File: src/hw/rtl/tvp_pkg.sv
// Shared types, constants and latencies for the vertex projection block.
package tvp_pkg;

  localparam int FRAC_BITS_DEF = 16;
  localparam int WORD_W = 32;
  localparam int PIX_W = 16;
  localparam int H_W = 64;
  localparam int PROD_W = 80;
  localparam int CFG_IDX_W = 1;
  localparam int IN_DATA_W = 328;
  localparam int OUT_DATA_W = 64;

  // Pixel scaler: two partial-product stages, one saturation stage, one stage per bit.
  localparam int SCALE_LAT = 3 + PIX_W;
  // Lane: products, row sums, sign normalization, then the scalers.
  localparam int LANE_LAT = 3 + SCALE_LAT;

  localparam logic [CFG_IDX_W-1:0] CFG_SCREEN_WIDTH = 1'b0;
  localparam logic [CFG_IDX_W-1:0] CFG_SCREEN_HEIGHT = 1'b1;

  localparam logic ACT_LOAD = 1'b0;
  localparam logic ACT_XFORM = 1'b1;

  typedef logic signed [WORD_W-1:0] word_t;
  typedef logic [15:0][WORD_W-1:0] matrix_t;

  typedef struct packed {
    logic [PIX_W-1:0] x;
    logic [PIX_W-1:0] y;
    logic wz;
  } pix_t;

endpackage

File: src/hw/rtl/tvp_merge.sv
// Edge merge stage: holds one projected triangle and sends its edges v0-v1, v1-v2 and v2-v0 in turn.
module tvp_merge (
  input  logic                           clk,
  input  logic                           rst,
  input  logic                           in_valid,
  output logic                           in_ready,
  input  tvp_pkg::pix_t                  v0,
  input  tvp_pkg::pix_t                  v1,
  input  tvp_pkg::pix_t                  v2,
  output logic                           m_tvalid,
  input  logic                           m_tready,
  output logic [tvp_pkg::OUT_DATA_W-1:0] m_tdata,
  output logic                           m_tuser,
  output logic                           m_tlast
);
  import tvp_pkg::*;

  pix_t vb [0:2];
  logic full, full_next;
  logic [1:0] cnt, cnt_next;
  pix_t ps, pe;
  logic take, done;

  assign done = full && m_tready && (cnt == 2'd2);
  assign in_ready = !full || done;
  assign take = in_valid && in_ready;

  always_comb begin
    full_next = full;
    cnt_next = cnt;
    if (full && m_tready) begin
      cnt_next = (cnt == 2'd2) ? 2'd0 : cnt + 2'd1;
      if (cnt == 2'd2) full_next = 1'b0;
    end
    if (take) begin
      full_next = 1'b1;
      cnt_next = 2'd0;
    end
  end

  always_ff @(posedge clk) begin
    if (rst) begin
      full <= 1'b0;
      cnt <= 2'd0;
    end else begin
      full <= full_next;
      cnt <= cnt_next;
    end
  end

  always_ff @(posedge clk) begin
    if (take) begin
      vb[0] <= v0;
      vb[1] <= v1;
      vb[2] <= v2;
    end
  end

  always_comb begin
    case (cnt)
      2'd0: begin
        ps = vb[0];
        pe = vb[1];
      end
      2'd1: begin
        ps = vb[1];
        pe = vb[2];
      end
      default: begin
        ps = vb[2];
        pe = vb[0];
      end
    endcase
  end

  assign m_tvalid = full;
  assign m_tdata = {pe.y, pe.x, ps.y, ps.x};
  assign m_tuser = ps.wz || pe.wz;
  assign m_tlast = (cnt == 2'd2);

`ifndef SYNTHESIS
  a_last_wraps: assert property (@(posedge clk) disable iff (rst)
    (m_tvalid && m_tready && m_tlast && !in_valid) |=> !m_tvalid)
    else $error("merge stage still full after last edge");
  a_stall_full: assert property (@(posedge clk) disable iff (rst)
    (in_valid && !in_ready) |-> (full && cnt != 2'd2 || full && !m_tready))
    else $error("merge stage refused a triangle while able to take it");
  a_new_starts: assert property (@(posedge clk) disable iff (rst)
    take |=> (cnt == 2'd0 && full))
    else $error("new triangle did not start at its first edge");
`endif

endmodule

File: config.mk
export PLATFORM = sky130hd
export DESIGN_NAME = tvp_merge
export DESIGN_NICKNAME = d
export VERILOG_FILES = /design/src/hw/rtl/tvp_pkg.sv /design/src/hw/rtl/tvp_merge.sv
export SDC_FILE = /design/constraint.sdc
export NUM_CORES = 1
export LEC_CHECK = 0
export BUFFER_PORTS_ARGS = -buffer_cell sky130_fd_sc_hd__buf_2
export CORE_MARGIN = 3
export CORE_UTILIZATION = 40
export CTS_CLUSTER_DIAMETER = 80
export DETAILED_ROUTE_END_ITERATION = 10
export HOLD_SLACK_MARGIN = 0.1
export PLACE_DENSITY_LB_ADDON = 0.25
export SYNTH_ARGS = -nofsm -noshare
export SYNTH_HDL_FRONTEND = slang
export SYNTH_SLANG_ARGS = --single-unit
File: constraint.sdc
create_clock -name clk -period 5.9 [get_ports clk]
set_input_delay 0.59 -clock clk [delete_from_list [all_inputs] [get_ports clk]]
set_output_delay 0.59 -clock clk [all_outputs]
set_load 0.02 [all_outputs]
==> results of run 1 <==
==> sequential cells by signal (all words and copies together), names as in the netlist <==
register	flops
vb	99
cnt	2
m_tvalid	1
==> worst register-to-register path, cell delays in order, from the launching register on <==
cell and delay, ps:
dfxtp_4 650, nand3b_4 340, a21oi_4 140, buf_4 880
==> cell families after synthesis <==
| group | after synthesis | share of synthesized area, % |
|---|---|---|
| muxes | 66 | 14.6 |
| buffers and inverters | 25 | 3.58 |
| AOI/OAI and AO/OA | 69 | 7.88 |
| and+or+nand+nor | 75 | 7.14 |
| DFF | 102 | 66.8 |
==> final timing paths <==
| check | startpoint | endpoint | slack (ps) | depth (start not counted) |
|---|---|---|---|---|
| hold / removal | v2[4] | vb[0][70] | 430 | 1 |
| hold reg to reg | m_tvalid | m_tvalid | 650 | 2 |
| setup / recovery | cnt[1] | m_tuser | 3130 | 4 |
| setup reg to reg | cnt[0] | vb[0][6] | 3430 | 3 |
==> metrics by stage <==
stage | total power (W) | instances | hold WS [ps] | util (%) | setup WS, ps
2_1_floorplan | 0.00101 | 337 | 648 | - | 1890
3_3_place_gp | 0.00109 | 625 | 615 | 49.5 | 3410
3_5_place_dp | 0.00109 | 625 | 639 | 49.5 | 3370
4_1_cts | 0.00159 | 638 | 419 | 51.7 | 3130
5_1_grt | 0.00165 | 638 | 414 | 51.7 | 2960
6_report | 0.00157 | 638 | 430 | 51.7 | 3130
==> final cells by class <==
type / count / area [sq um]
Clock buffer: 9 / 225
Clock inverter: 4 / 17.5
Fill cell: 962 / 5300
Inverter: 1 / 3.75
Multi-Input combinational cell: 210 / 1350
Sequential cell: 102 / 3040
Tap cell: 140 / 175
Timing Repair Buffer: 172 / 866
==> metal layers <==
layer | global-route usage (%) | wire length [um]
met5 | 0 | 0
met3 | 3.34 | 495
met2 | 26.1 | 4810
met4 | 4.33 | 110
met1 | 16.3 | 3490
==> synth_stat cells <==
| library cell | count |
|---|---|
| a22oi_1 | 1 |
| buf_8 | 3 |
| a31oi_1 | 1 |
| nand2_1 | 65 |
| buf_4 | 4 |
| mux2_2 | 1 |
| clkbuf_2 | 1 |
| buf_6 | 1 |
| nand3b_4 | 1 |
| nand4bb_1 | 1 |
| nand4b_1 | 1 |
| dfxtp_1 | 3 |
| edfxtp_1 | 99 |
| nand3b_1 | 1 |
| clkbuf_1 | 6 |
| o22ai_1 | 1 |
| nand2b_1 | 1 |
| inv_1 | 1 |
| nor2_1 | 3 |
| a21oi_2 | 1 |
| a311oi_1 | 1 |
| mux2i_1 | 65 |
| o21ai_0 | 3 |
| or3b_1 | 1 |
| buf_2 | 9 |
| o21ai_1 | 61 |
| nor2b_1 | 1 |
==> power groups by stage <==
| stage | logic (W) | clock network (W) | registers, W |
|---|---|---|---|
| 6_report | 0.000199 | 0.000496 | 0.000874 |
| 3_5_place_dp | 0.000202 | 0 | 0.000890 |
| 3_3_place_gp | 0.000199 | 0 | 0.000887 |
| 2_1_floorplan | 0.000132 | 0 | 0.000877 |
| 5_1_grt | 0.000217 | 0.000550 | 0.000880 |
| 4_1_cts | 0.000202 | 0.000515 | 0.000875 |
==> flow_summary_export.csv, run 1 <==
group,metric,value,unit
status,status,"finished clean",
synthesis,synth_cell_types,27,
power,p_int,0.00120,W
job,cap_viol_max_count,0,
worst_setup_path,path_class,"reg2out",
finish,mostFrequentLayoutCell,"buf_2",
clock_network,post_cts_resized,0,
synthesis,synth_seq_cells,102,
clock_network,root_buffer,"clkbuf_16",
synthesis,syn_nets,440,
timing,maxSlewHeadroom,20.4,%
worst_setup_path,required,5310,ps
synthesis,synth_area,0.00454,sq mm
clock_network,cts_hold_buffers,0,
synthesis,synth_seq_area_share,66.8,%
timing,setup_viol,0,
worst_setup_path,cp.arrival,2180,ps
clock_network,cts_buffers,9,
min_path,hold_class,"in2reg",
clock_network,cts.path.max_buffers,2,
detailed_routing,wl_per_cell,14.0,um
power,clockPowerShare,31.6,%
timing,hold_viol,0,
global_routing,grt_pass1_vias,3102,
clock_network,tritoncts,"built",
clock_network,clkSlewWorstSetupHoldPaths,60,ps
synthesis,yosys.area.top_type,"edfxtp_1",
worst_setup_path,crit_path_cell_trace,"buf_4, nor2_1, a22oi_1, buf_2",
worst_setup_path,cp-start-kind,"register",
die,core_area,0.0110,sq mm
power,power_frac_comb,12.7,%
timing,skew,2.58,ps
die,die-area,0.0127,sq mm
worst_setup_path,critical_path_buf_inv_count,2,
clock_network,cts.repair_timing.setup_buffer_count,0,
timing,tightest_slew,1190,ps
detailed_routing,drcViolationCount,0,
worst_setup_path,critPathMaxStageDelay,830,ps
finish,syn_to_final_growth,25.1,%
global_routing,overflow,0,
die,die_h,113,um
timing,rsz0062_at_grt,"no",
synthesis,synth.area.top_cells,"edfxtp_1 65%, mux2i_1 14%, o21ai_1 6.7%",
power,swShare,23.4,%
die,io_pins,171,
finish,finalInstanceArea,0.00568,sq mm
die,dieWidth,113,um
global_routing,grt_antenna_before_repair,0,
power,vdd_drop_max,0.128,mV
worst_setup_path,slowest_stage,"buf_4",
power,leakagePower,2.11,nW
worst_setup_path,crit_family,"buffers and inverters",
power,power_density,276,mW/mm^2
finish,final_cell_mix,"170 x buf_2, 99 x edfxtp_1, 65 x mux2i_1, 65 x nand2_1, 61 x o21ai_1",
finish,layout-drive-gt1-share,37.8,%
detailed_routing,ant_nets,0,
synthesis,syn_area_per_cell,13.5,sq um
finish,final_nets,599,
clock_network,clk_latency,330,ps
timing,finalCriticalPeriod,2770,ps
placed_design,gp_congestion,0.733,
placed_design,portBuffers,170,
timing,tns,0,ps
synthesis,ys_warn_count,0,
die,std_cell_rows,38,
detailed_routing,drt_first_pass_iters,4,
finish,antenna_cells,0,
placed_design,dp_hpwl,6.28,mm
timing,maxSlewViolCount,0,
detailed_routing,routed_wl,8.91,mm
power,seqPwrFrac,55.7,%
detailed_routing,vias,3072,
clock_network,htreeDepth,3,
placed_design,placed_cell_area,0.00544,sq mm
clock_network,clkSinkCount,102,
global_routing,grt.total_usage,14.2,%
power,p_sw,0.000367,W
worst_setup_path,worst-path-max-fanout,134,
die,start_util,41.3,%
timing,timing.fmax,0.361,GHz
detailed_routing,vias_per_cell,4.82,
global_routing,grt_start_max_net_pins,135,
timing,min_period_over_period,47.0,%
global_routing,grt_pass1_wl,14.3,mm
worst_setup_path,cp-end-kind,"output pin",
synthesis,syn_inst,337,
detailed_routing,drtIter0Drc,99,
synthesis,synth_top_area_share,65.5,%
(Power assumes the default switching activity.)
==> run 2: changes to the inputs <==
ABC_AREA = 1   (was not set)
clock period = 2.3 ns   (was 5.9 ns; I/O delays follow)
==> flow_summary_export.csv, run 2 <==
group,metric,value,unit
finish,layout-drive-gt1-share,29.6,%
die,start_util,41.5,%
clock_network,clk_latency,360,ps
timing,timing.fmax,0.510,GHz
die,core_area,0.0104,sq mm
power,vdd_drop_max,0.364,mV
finish,final_nets,776,
timing,rsz0062_at_grt,"no",
die,die_h,110,um
worst_setup_path,cp.arrival,1730,ps
power,seqPwrFrac,56.4,%
clock_network,cts.path.max_buffers,2,
timing,tightest_slew,535,ps
detailed_routing,wl_per_cell,14.0,um
clock_network,cts_hold_buffers,101,
global_routing,grt_pass1_wl,17.4,mm
finish,mostFrequentLayoutCell,"nand2_1",
finish,finalInstanceArea,0.00648,sq mm
timing,maxSlewViolCount,0,
synthesis,yosys.area.top_type,"edfxtp_1",
placed_design,portBuffers,170,
global_routing,grt.total_usage,18.7,%
finish,antenna_cells,0,
synthesis,async_flop_share,0,%
synthesis,syn_inst,403,
placed_design,dp.cells,697,
finish,instances_no_fill,814,
clock_network,cts.repair_timing.setup_buffer_count,0,
status,status,"finished clean",
worst_setup_path,required,2070,ps
clock_network,root_buffer,"clkbuf_8",
power,leakagePower,2.78,nW
timing,min_period_over_period,85.3,%
synthesis,synth.most_common_cell,"nand2_1",
power,power_density,605,mW/mm^2
finish,syn_to_final_growth,49.9,%
global_routing,grt_start_max_net_pins,58,
clock_network,cts_buffers,9,
placed_design,dp_hpwl,7.06,mm
synthesis,ys_warn_count,0,
timing,skew,19.7,ps
clock_network,tritoncts,"built",
placed_design,placed_cell_area,0.00529,sq mm
placed_design,gp_congestion,0.792,
worst_setup_path,cp-start-kind,"register",
synthesis,synth_seq_cells,102,
worst_setup_path,worst-path-max-fanout,48,
min_path,hold_class,"in2reg",
die,die-area,0.0121,sq mm
worst_setup_path,path_class,"reg2out",
detailed_routing,vias,3865,
global_routing,grt_pass1_vias,3796,
worst_setup_path,cp-end-kind,"output pin",
synthesis,synth_edf_count,99,
global_routing,overflow,0,
detailed_routing,drt_first_pass_iters,8,
power,swShare,26.7,%
detailed_routing,drtIter0Drc,260,
global_routing,grt_antenna_before_repair,0,
synthesis,synth_top_area_share,68.8,%
clock_network,htreeDepth,3,
clock_network,clkSlewWorstSetupHoldPaths,110,ps
synthesis,syn_nets,506,
synthesis,syn_area_per_cell,10.7,sq um
die,io_pins,171,
power,power_frac_comb,16.9,%
clock_network,post_cts_resized,0,
worst_setup_path,slowest_stage,"buf_4",
synthesis,synth_seq_area_share,70.2,%
finish,utilization,62.2,%
timing,setup_viol,0,
detailed_routing,routed_wl,11.4,mm
worst_setup_path,critPathMaxStageDelay,430,ps
power,power,0.00392,W
finish,fillers,814,
finish,largest_reg_flops,99,
power,p_int,0.00287,W
synthesis,synth_cell_types,14,
synthesis,synth_area,0.00432,sq mm
job,cap_viol_max_count,0,
die,std_cell_rows,37,
timing,maxSlewHeadroom,64.3,%
detailed_routing,ant_nets,0,
power,clockPowerShare,26.7,%
finish,largest_register,"vb",
synthesis,synth.area.top_cells,"edfxtp_1 69%, nand2_1 17%, nand3_1 7.5%",
synthesis,ys.flop_type,"edfxtp_1",
worst_setup_path,crit_path_cell_trace,"nor2_4, buf_4, nand2_1, nand3_1, buf_2",
timing,hold_viol,0,
detailed_routing,vias_per_cell,4.75,
finish,final_cell_mix,"198 x nand2_1, 170 x buf_2, 101 x dlygate4sd3_1",
power,p_sw,0.00104,W
timing,finalCriticalPeriod,1960,ps
clock_network,clkSinkCount,102,
die,dieWidth,110,um
detailed_routing,drcViolationCount,0,
synthesis,synth_common_cells,"200 x nand2_1, 99 x edfxtp_1, 65 x nand3_1",
-- run 2: cell count changes after synthesis, sizes merged, moves of 2 or more --
| cell | previous run | this run |
|---|---|---|
| clkbuf | 7 | 2 |
| inv | 1 | 7 |
| mux2i | 65 | 0 |
| nand2 | 65 | 200 |
| nand3 | 0 | 65 |
| nand3b | 2 | 0 |
| nor2 | 3 | 5 |
| o21ai | 64 | 0 |
-- run 2: through the flow --
stage               hold slack [ps]  setup TNS [ps]  setup slack [ps]
global placement                406               0               753
CTS                             165               0               341
global route                    202               0               171
finish                          176               0               338
detailed placement              403               0               707
floorplan                       292          -21110              -213
-- run 2: path summary, 6_finish.rpt --
path,slack (ps),startpoint,depth (start not counted),end
min,180,in_valid,4,cnt[1]
max reg2reg,670,cnt[1],5,vb[0][31]
min reg2reg,600,cnt[0],3,cnt[0]
max,340,cnt[1],5,m_tdata[31]
-- run 2: power by group through the flow --
stage / logic [W] / clock network, W / registers [W]
after floorplan: 0.000300 / 0 / 0.00225
after global placement: 0.000515 / 0 / 0.00224
after detailed placement: 0.000525 / 0 / 0.00225
after CTS: 0.000659 / 0.00106 / 0.00221
after global routing: 0.000723 / 0.00115 / 0.00222
final: 0.000661 / 0.00105 / 0.00221
-- run 2: layout make-up --
class / instances / area [sq um] / area share (%)
flip-flops and latches: 102 / 3040 / 46.9
repair buffers: 279 / 1930 / 29.9
multi-input cells: 274 / 1130 / 17.5
well taps: 136 / 170 / 2.63
clock buffers: 11 / 131 / 2.03
clock inverters: 5 / 43.8 / 0.676
inverters: 7 / 30.0 / 0.463
-- run 2: worst max-delay path, delay by kind of cell (launching register included) --
kind | cells | cell delay, ps
DFF | 1 | 370
and+or+nand+nor | 3 | 360
buffers and inverters | 2 | 610
-- run 2: metal layers --
metal / up-vias / track usage [%] / wire, um
met3: 23 / 5.40 / 884
met5: - / 0 / 0
met2: 156 / 33.7 / 5860
li1: 1897 / - / -
met1: 1789 / 20.7 / 4430
met4: 0 / 7.21 / 246
-- run 2: cell families after synthesis --
family          Yosys count  share of synthesized area (%)
simple gates            270                           25.3
buf+inv                  27                           3.91
flops                   102                           70.2
compound gates            4                          0.579
==> run 3: changes to the inputs <==
--- a/config.mk
+++ b/config.mk
@@ -9,2 +9,3 @@
 export BUFFER_PORTS_ARGS = -buffer_cell sky130_fd_sc_hd__buf_2
+export CORE_ASPECT_RATIO = 1.1
 export CORE_MARGIN = 3
==> constraint.sdc (replaced) <==
create_clock -name clk -period 2.3 [get_ports clk]
set_input_delay 0.345 -clock clk [delete_from_list [all_inputs] [get_ports clk]]
set_output_delay 0.345 -clock clk [all_outputs]
set_load 0.02 [all_outputs]
==> flow_summary_export.csv, run 3 (same netlist as run 2, synthesis figures left out) <==
group,metric,value,unit
clock_network,clk_latency,330,ps
power,leakagePower,2.41,nW
worst_setup_path,cp_common_cell,"nand2_1",
finish,final_cell_mix,"198 x nand2_1, 170 x buf_2, 99 x edfxtp_1",
timing,timing.fmax,0.482,GHz
clock_network,root_buffer,"clkbuf_16",
finish,final_nets,674,
detailed_routing,wl_per_cell,13.9,um
worst_setup_path,critical_path_buf_inv_count,4,
global_routing,grt_pass1_wl,15.7,mm
finish,finalInstanceArea,0.00563,sq mm
finish,largest_reg_flops,99,
detailed_routing,drtIter0Drc,255,
clock_network,cts.repair_timing.setup_buffer_count,0,
worst_setup_path,required,1960,ps
power,power_frac_comb,12.4,%
power,p_sw,0.00103,W
clock_network,post_cts_resized,0,
worst_setup_path,slowest_stage,"dfxtp_2",
placed_design,dp.cells,703,
placed_design,dp_hpwl,7.29,mm
timing,rsz0062_at_grt,"no",
power,seqPwrFrac,52.2,%
die,dieWidth,105,um
worst_setup_path,critPathMaxStageDelay,340,ps
timing,skew,7.51,ps
detailed_routing,drt_first_pass_iters,5,
min_path,hold_class,"in2reg",
worst_setup_path,worst-path-max-fanout,26,
timing,timing.final.ws_setup,225,ps
global_routing,overflow,0,
worst_setup_path,cp.depth,7,
timing,hold_viol,0,
worst_setup_path,cp-start-kind,"register",
detailed_routing,drcViolationCount,0,
timing,maxSlewHeadroom,55.4,%
timing,maxSlewViolCount,0,
die,std_cell_rows,39,
timing,min_period_over_period,90.2,%
worst_setup_path,cp.arrival,1730,ps
detailed_routing,ant_nets,0,
placed_design,portBuffers,170,
placed_design,dp_slack,561,ps
clock_network,cts.path.max_buffers,2,
clock_network,clkSinkCount,102,
timing,setup_viol,0,
worst_setup_path,crit_family,"buffers and inverters",
finish,layout-drive-gt1-share,34.9,%
worst_setup_path,reg2reg_slack,920,ps
job,cap_viol_max_count,0,
global_routing,grt_antenna_before_repair,2,
worst_setup_path,path_class,"reg2out",
power,power,0.00423,W
worst_setup_path,startpoint,"cnt[1]",
finish,instances_no_fill,720,
detailed_routing,routed_wl,9.98,mm
global_routing,grt_start_max_net_pins,66,
die,io_pins,171,
placed_design,gp_congestion,0.795,
timing,holdWs,169,ps
global_routing,use_met3,6.01,%
finish,syn_to_final_growth,30.3,%
worst_setup_path,cp-end-kind,"output pin",
die,start_util,41.4,%
finish,largest_register,"vb",
power,power_density,752,mW/mm^2
detailed_routing,vias_per_cell,4.84,
power,clockPowerShare,35.4,%
finish,mostFrequentLayoutCell,"nand2_1",
worst_setup_path,rr_startpoint,"cnt[0]",
clock_network,cts_hold_buffers,0,
timing,tightest_slew,669,ps
global_routing,grt.total_usage,16.5,%
die,core_area,0.0104,sq mm
power,p_int,0.00320,W
worst_setup_path,reg2reg_to,"vb[0][29]",
worst_setup_path,r2r_cells,6,
status,status,"finished clean",
placed_design,placed_cell_area,0.00533,sq mm
clock_network,clkSlewWorstSetupHoldPaths,70,ps
clock_network,cts_buffers,9,
die,die_h,115,um
global_routing,grt_use_met1,20.0,%
worst_setup_path,critPathCapture,"m_tdata[23]",
global_routing,grt_busiest_layer,"met2",
detailed_routing,vias,3482,
power,swShare,24.3,%
global_routing,grt_use_met2,27.7,%
clock_network,htreeDepth,3,
global_routing,grt_pass1_vias,3387,
worst_setup_path,crit_path_cell_trace,"inv_1, nand2_1, inv_2, buf_12, nand2_1, nand3_1, buf_2",
die,die-area,0.0121,sq mm
clock_network,tritoncts,"built",
timing,finalCriticalPeriod,2070,ps
power,vdd_drop_max,0.460,mV
run 3: per-layer routing:
metal  vias up  share of wire, %
met5         -              0.22
met3        14               9.5
met2       156                49
li1       1696                 -
met1      1612                40
met4         4               1.5
run 3: cell type report:
class,count,area (sq um)
Fill cell,954,4810
Sequential cell,102,3040
Multi-Input combinational cell,274,1130
Timing Repair Buffer,177,953
Clock buffer,9,225
Tap cell,143,179
Clock inverter,7,73.8
Inverter,7,30.0
Antenna cell,1,2.50
run 3: power by group through the flow:
| stage | Combinational (W) | Sequential, W | Clock, W |
|---|---|---|---|
| floorplan | 0.000300 | 0.00225 | 0 |
| global placement | 0.000519 | 0.00225 | 0 |
| detailed placement | 0.000532 | 0.00225 | 0 |
| CTS | 0.000533 | 0.00221 | 0.00154 |
| global route | 0.000576 | 0.00222 | 0.00163 |
| finish | 0.000524 | 0.00221 | 0.00150 |
run 3: how the worst min path moves through the flow:
stage / start / endpoint / slack [ps] / cells past startpoint
2_1_floorplan: rst / m_tvalid / 410 / 1
3_3_place_gp: m_tvalid / m_tvalid / 480 / 2
3_5_place_dp: m_tvalid / m_tvalid / 490 / 2
4_1_cts: rst / m_tvalid / 150 / 2
5_1_grt: v0[16] / vb[0][16] / 160 / 1
6_report: rst / m_tvalid / 170 / 2
run 3: stage by stage:
step	utilization (%)	setup TNS, ps
after floorplan	-	-21110
after global placement	51.1	0
after detailed placement	51.1	0
after CTS	53.9	0
after global routing	53.9	0
final	53.9	0
